<file path="src/hdl/ste_pkg.sv">
package ste_pkg;

  // table geometry
  localparam int CAPACITY    = 64;
  localparam int VALUE_WIDTH = 32;
  localparam int IDX_W       = $clog2(CAPACITY);
  localparam int CNT_W       = $clog2(CAPACITY + 1);

  // command codes
  localparam logic [1:0] CMD_INSERT = 2'd0;
  localparam logic [1:0] CMD_LOOKUP = 2'd1;
  localparam logic [1:0] CMD_INDEX  = 2'd2;
  localparam logic [1:0] CMD_REMOVE = 2'd3;

  // status codes
  localparam logic [1:0] ST_OK       = 2'd0;
  localparam logic [1:0] ST_FULL     = 2'd1;
  localparam logic [1:0] ST_RANGE    = 2'd2;
  localparam logic [1:0] ST_NOTFOUND = 2'd3;

  typedef logic [VALUE_WIDTH-1:0] value_t;
  typedef logic [IDX_W-1:0]       idx_t;
  typedef logic [CNT_W-1:0]       cnt_t;

  // input beat
  typedef struct packed {
    logic [1:0]  cmd;
    logic [31:0] value;
    logic [5:0]  position;
  } in_t;

  // result beat
  typedef struct packed {
    logic [31:0] read_value;
    logic [5:0]  found_position;
    logic [1:0]  status;
    logic [6:0]  entry_count;
  } out_t;

  // broadcast from the control to every cell
  typedef struct packed {
    logic   ins_en;
    logic   rem_en;
    value_t value;
    idx_t   rem_pos;
    idx_t   rd_pos;
    cnt_t   count;
  } ctl_t;

endpackage

</file>
<file path="src/hdl/ste_cell.sv">
module ste_cell (
  input  logic            clk,
  input  ste_pkg::idx_t   cell_idx,
  input  ste_pkg::ctl_t   ctl,
  input  ste_pkg::value_t left_entry,
  input  logic            left_lt,
  input  ste_pkg::value_t right_entry,
  output ste_pkg::value_t entry,
  output logic            lt,
  output logic            at_flag,
  output logic            hit,
  output ste_pkg::value_t rd_data
);
  import ste_pkg::*;

  value_t entry_r;
  value_t entry_nxt;
  logic   valid;

  // occupancy follows from the entry count
  assign valid = cnt_t'(cell_idx) < ctl.count;

  // compare against the broadcast value
  assign lt      = valid && (entry_r < ctl.value);
  assign at_flag = !lt && left_lt;
  assign hit     = valid && (entry_r == ctl.value) && left_lt;
  assign rd_data = (cell_idx == ctl.rd_pos) ? entry_r : '0;
  assign entry   = entry_r;

  // shift up on insert, down on remove
  always_comb begin
    entry_nxt = entry_r;
    if (ctl.ins_en && !lt) begin
      entry_nxt = at_flag ? ctl.value : left_entry;
    end else if (ctl.rem_en && (cell_idx >= ctl.rem_pos)) begin
      entry_nxt = right_entry;
    end
  end

  always_ff @(posedge clk) begin
    entry_r <= entry_nxt;
  end

endmodule

</file>
<file path="config.mk">
export PLATFORM = sky130hd
export DESIGN_NAME = ste_cell
export DESIGN_NICKNAME = d
export VERILOG_FILES = /design/src/hdl/ste_pkg.sv /design/src/hdl/ste_cell.sv
export SDC_FILE = /design/constraint.sdc
export NUM_CORES = 1
export LEC_CHECK = 0
export ABC_AREA = 1
export BUFFER_PORTS_ARGS = -buffer_cell sky130_fd_sc_hd__buf_2
export CORE_ASPECT_RATIO = 2
export CORE_MARGIN = 2
export CORE_UTILIZATION = 25
export CTS_CLUSTER_DIAMETER = 30
export DETAILED_ROUTE_END_ITERATION = 10
export PLACE_DENSITY = 0.58
export SETUP_SLACK_MARGIN = 0.4
export SYNTH_ARGS = -nofsm -noshare
export SYNTH_HDL_FRONTEND = slang
export SYNTH_SLANG_ARGS = --single-unit
export TNS_END_PERCENT = 1
</file>
<file path="constraint.sdc">
create_clock -name clk -period 4 [get_ports clk]
set_clock_uncertainty 0.1 [all_clocks]
set_input_delay 0.2 -clock clk [delete_from_list [all_inputs] [get_ports clk]]
set_output_delay 0.2 -clock clk [all_outputs]
set_load 0.05 [all_outputs]
</file>
# Word-level counts from Yosys, hierarchy flattened
# Index checks and enable logic that the tools add are counted.
dict set report totals {
  register_bits 32
  output_inout_bits 67
  word_cells 18
}
dict set report op_classes {
  mux 4
  magnitude_cmp 3
  eq_ne 2
  reduce_logical 8
}
# op count
set op_table {}
lappend op_table {{$mux 32} 4}
lappend op_table {{$eq 32x32->1} 1}
lappend op_table {{$lt 32x32->1} 1}
lappend op_table {{$lt 6x7->1} 1}
lappend op_table {{$eq 6x6->1} 1}
lappend op_table {{$ge 6x6->1} 1}
lappend op_table {{$logic_and 1x1->1} 6}
lappend op_table {{$reduce_bool 2->1} 1}
lappend op_table {{$logic_not 1->1} 1}

# Logic depth before layout (Yosys ltp)
dict set report logic_depth {
  ltp_word 6
  depth_mapped 19
}

# Worst setup path after synthesis
# Ideal clock, no wire load.
dict set report synth_path {
  path_kind {register to register}
  from {register entry_r[23] (netlist: entry[23])}
  to {register entry_r[0] (netlist: entry[0]) (enable)}
  setup_slack_ns 0.864
  t_arrival_ns 2.647
  stages_incl_launch_ff 12
  period_less_slack_ns 3.136
  cell_sequence {edfxtp_1 ha_1 nand2_1 nor2_2 nand4_1 nor3b_2 nand2_1 nand2_2 nand2_2 buf_6 buf_2 nand2_1}
}
dict set report synth_via {
  elab_chain_len 5
}
# element line_no
set synth_lines {}
lappend synth_lines {{start, declared} ste_cell.sv:16} ;# value_t entry_r;
lappend synth_lines {{start signal, assigned} ste_cell.sv:41} ;# entry_r <= entry_nxt;
lappend synth_lines {{$lt 32x32->1} ste_cell.sv:24} ;# assign lt = valid && (entry_r < ctl.value);
lappend synth_lines {{$logic_and 1x1->1} ste_cell.sv:24}
lappend synth_lines {{$logic_not 1->1} ste_cell.sv:33} ;# if (ctl.ins_en && !lt) begin
lappend synth_lines {{$logic_and 1x1->1} ste_cell.sv:33}
lappend synth_lines {{$reduce_bool 2->1 (no source line)} -}
# No other way between the ends.
# A chain may end at the register's enable or synchronous reset.

# Worst setup path in the final report
dict set report layout_path {
  from {register entry_r[23] (netlist: entry[23])}
  to {register entry_r[11] (netlist: entry[11]) (enable)}
}
# The elaborated chain is that of the path after synthesis.

==> impl_metrics.yaml <==
die:
  floorplan.rows: 60
  fp.coreArea_sq_um: 13500
  die_h_um: 171
  start_util_pct: 25.7
  dieArea_sq_um: 14900
  die_w_um: 87.3
  pin_count: 192
synth:
  yosysTopAreaCell: "edfxtp_1"
  ys_types: 25
  synthAdderAreaFrac_pct: 15.5
  synthesis.instances: 551
  ys_warn_count: 0
  ys_seq_elements: 32
  synth.area.top_cells: "edfxtp_1 (28%), nand2_1 (20%), ha_1 (16%)"
  synth-edff-count: 32
  yosys-mux-area-fraction_pct: 0
  netlist.area_leader.share_pct: 27.7
  synthSimpleGateAreaFrac_pct: 35.4
  avgSynthCellArea_sq_um: 6.30
  syn-num-nets: 719
  synth_top_family_by_area: "simple AND/OR/NAND/NOR gates"
  synth_flop_cell: "edfxtp_1"
  synth-async-reset-ratio_pct: 0
  synth_area_sq_um: 3470
  synth-compound-area-share_pct: 4.04
  synthXorXnorAreaFrac_pct: 0.757
  ys_seq_area_share_pct: 27.7
critical_path:
  crit_path_start_kind: "flip-flop"
  reg2regPathDepth: 9
  cp_max_fo: 32
  slowest_delay_ps: 640
  cp-end-kind: "flip-flop"
  cp.required_ps: 3800
  crit_top_cell: "nand2_2"
  crit_type: "reg2reg"
  r2r_slack_ps: 1330
  worstReg2RegEnd: "entry[11]"
  crit_chain: "ha_1, nand2_1, nor2_2, nand4_1, nor3b_2, nand2_1, nand2_2, nand2_2, nand2_2"
  slowest_stage: "nand2_2"
  crit_arrival_ps: 2480
  r2r-start: "entry[23]"
routing:
  viasPerCell: 4.14
  wl_per_cell_um: 12.3
  drt-total-wl_mm: 11.0
  drt_first_pass_iters: 4
  drtIter0Drc: 70
  vias: 3707
  drc: 0
  antenna_left: 0
clock_network:
  cts_tree: "built"
  cts_setup_buffers: 0
  worst_skew_pair.late_latency_ps: 280
  clockRootBuffer: "clkbuf_16"
  cts_sinks: 32
  clk_path_buf_depth: 2
  htreeDepth: 2
  cts_hold_buf: 0
  cts-buffers-inserted: 5
  cts_resized: 0
  path_clk_slew_ps: 60
power_and_ir_drop:
  finalPower_mw: 1.69
  combPwrFrac_pct: 47.7
  switchingPower_uw: 768
  power.leakage_nw: 3.05
  p_int_uw: 926
  power_frac_clock_pct: 21.9
  irDropWorstVdd_uv: 161
  p_seq_share_pct: 30.4
  switching_share_pct: 45.3
  powerDensity_nw_per_um2: 360
job:
  cap_violations: 0
outcome:
  status: "complete, no violations"
sta:
  max_freq_mhz: 374
  drv_slew: 0
  finalHoldViolCount: 0
  min_period_ps: 2670
  rsz0062_at_grt: "no"
  worstMarginPinSlew_ps: 1030
  finalCritPeriodShare_pct: 66.8
  setup_tns_ps: 0
  setup_violations: 0
  hold_slack_ps: 88.6
  maxSlewHeadroom_pct: 31.5
global_routing:
  grt_pass1_wl_mm: 16.9
  grt_overflow: 0
  grt_use_total_pct: 14.8
  grt_pass1_vias: 3604
  antenna_found_initial: 4
  grt_max_degree: 65
layout:
  finalInstanceArea_sq_um: 4710
  nets: 904
  postLayoutCoreUtil_pct: 34.9
  syn_to_final_growth_pct: 35.7
  largest_reg_flops: 32
  drive_gt1_share_pct: 30.4
place:
  routabilityCongestion: 0.819
  numPortBuffers: 191
  placed_cell_area_sq_um: 4560
  hpwl_mm: 8.95
min_path:
  min_to: "entry[20]"
  min_from: "right_entry[20]"
  hold_depth: 3
  hold_class: "in2reg"
area by class of cell:
cell class | count | area (sq um)
Fill cell | 1536 | 8800
Multi-Input combinational cell | 376 | 1950
Timing Repair Buffer | 194 | 978
Sequential cell | 32 | 961
Inverter | 127 | 477
Tap cell | 155 | 194
Clock buffer | 5 | 125
Clock inverter | 3 | 13.8
Antenna cell | 3 | 7.51
logic make-up after synthesis:
family                   count (synthesis)
AO/OA/AOI/OAI                           23
buffers and inverters                  143
XOR/XNOR                                 3
AND/OR/NAND/NOR                        307
flip-flops                              32
adder cells (fa/ha/maj)                 43
routing by layer:
metal	routed length [um]	global-route usage, %	part of all wire, %
met2	6280	29.8	57
met3	416	2.12	3.8
met1	3870	13.8	35
met4	436	7.09	4.0
met5	18	0	0.16
power by group through the flow:
| stage | sequential, mW | combinational (mW) | clock, mW |
|---|---|---|---|
| 2_1_floorplan | 0.720 | 0.389 | 0 |
| 3_3_place_gp | 0.518 | 0.829 | 0 |
| 3_5_place_dp | 0.522 | 0.827 | 0 |
| 4_1_cts | 0.515 | 0.831 | 0.388 |
| 5_1_grt | 0.524 | 0.916 | 0.400 |
| 6_report | 0.514 | 0.809 | 0.371 |
worst max-delay path by stage:
stage | depth (start not counted) | slack [ps] | end | from
after floorplan | 11 | 860 | entry[0] | entry[23]
after global placement | 9 | 1180 | entry[5] | entry[23]
after detailed placement | 9 | 1220 | entry[15] | entry[23]
after CTS | 9 | 1200 | entry[17] | entry[23]
after global routing | 9 | 1020 | entry[18] | entry[23]
final | 9 | 1330 | entry[11] | entry[23]
Yosys cell counts, drive strengths merged, types with 2 or more instances:
cell type	instances
nand4	4
xor2	2
nor2	112
a21o	2
ha	43
buf	10
edfxtp	32
inv	127
nor3	3
a21oi	14
nand3	4
clkbuf	6
nand2	183
o2111ai	2
through the flow:
step,cells,setup WS [ps]
final,895,1330
after global routing,895,1020
after CTS,892,1200
after detailed placement,884,1220
after global placement,884,1180
after floorplan,551,864
cell usage in the layout, fill, tap and decap left out, drive strengths merged:
| master | n |
|---|---|
| xnor2 | 1 |
| nor3 | 3 |
| buf | 194 |
| ha | 43 |
| xor2 | 2 |
| nand2 | 183 |
| o2111ai | 2 |
| inv | 127 |
| a22oi | 1 |
| o21a | 1 |
| clkinv | 3 |
| a21oi | 14 |
| nor3b | 1 |
| a21o | 2 |
| nand3 | 4 |
| edfxtp | 32 |
| o21ai | 1 |
| nand4 | 4 |
| o211a | 1 |
| nor2 | 112 |
| o211ai | 1 |
| clkbuf | 5 |
| diode | 3 |
worst max-delay path: cells and delay by family, from the launching register on:
| kind | cells | cell delay, ps |
|---|---|---|
| adder cells (fa/ha/maj) | 1 | 320 |
| flip-flops | 1 | 430 |
| AND/OR/NAND/NOR | 8 | 1430 |
Power figures use the tool's default switching activity.
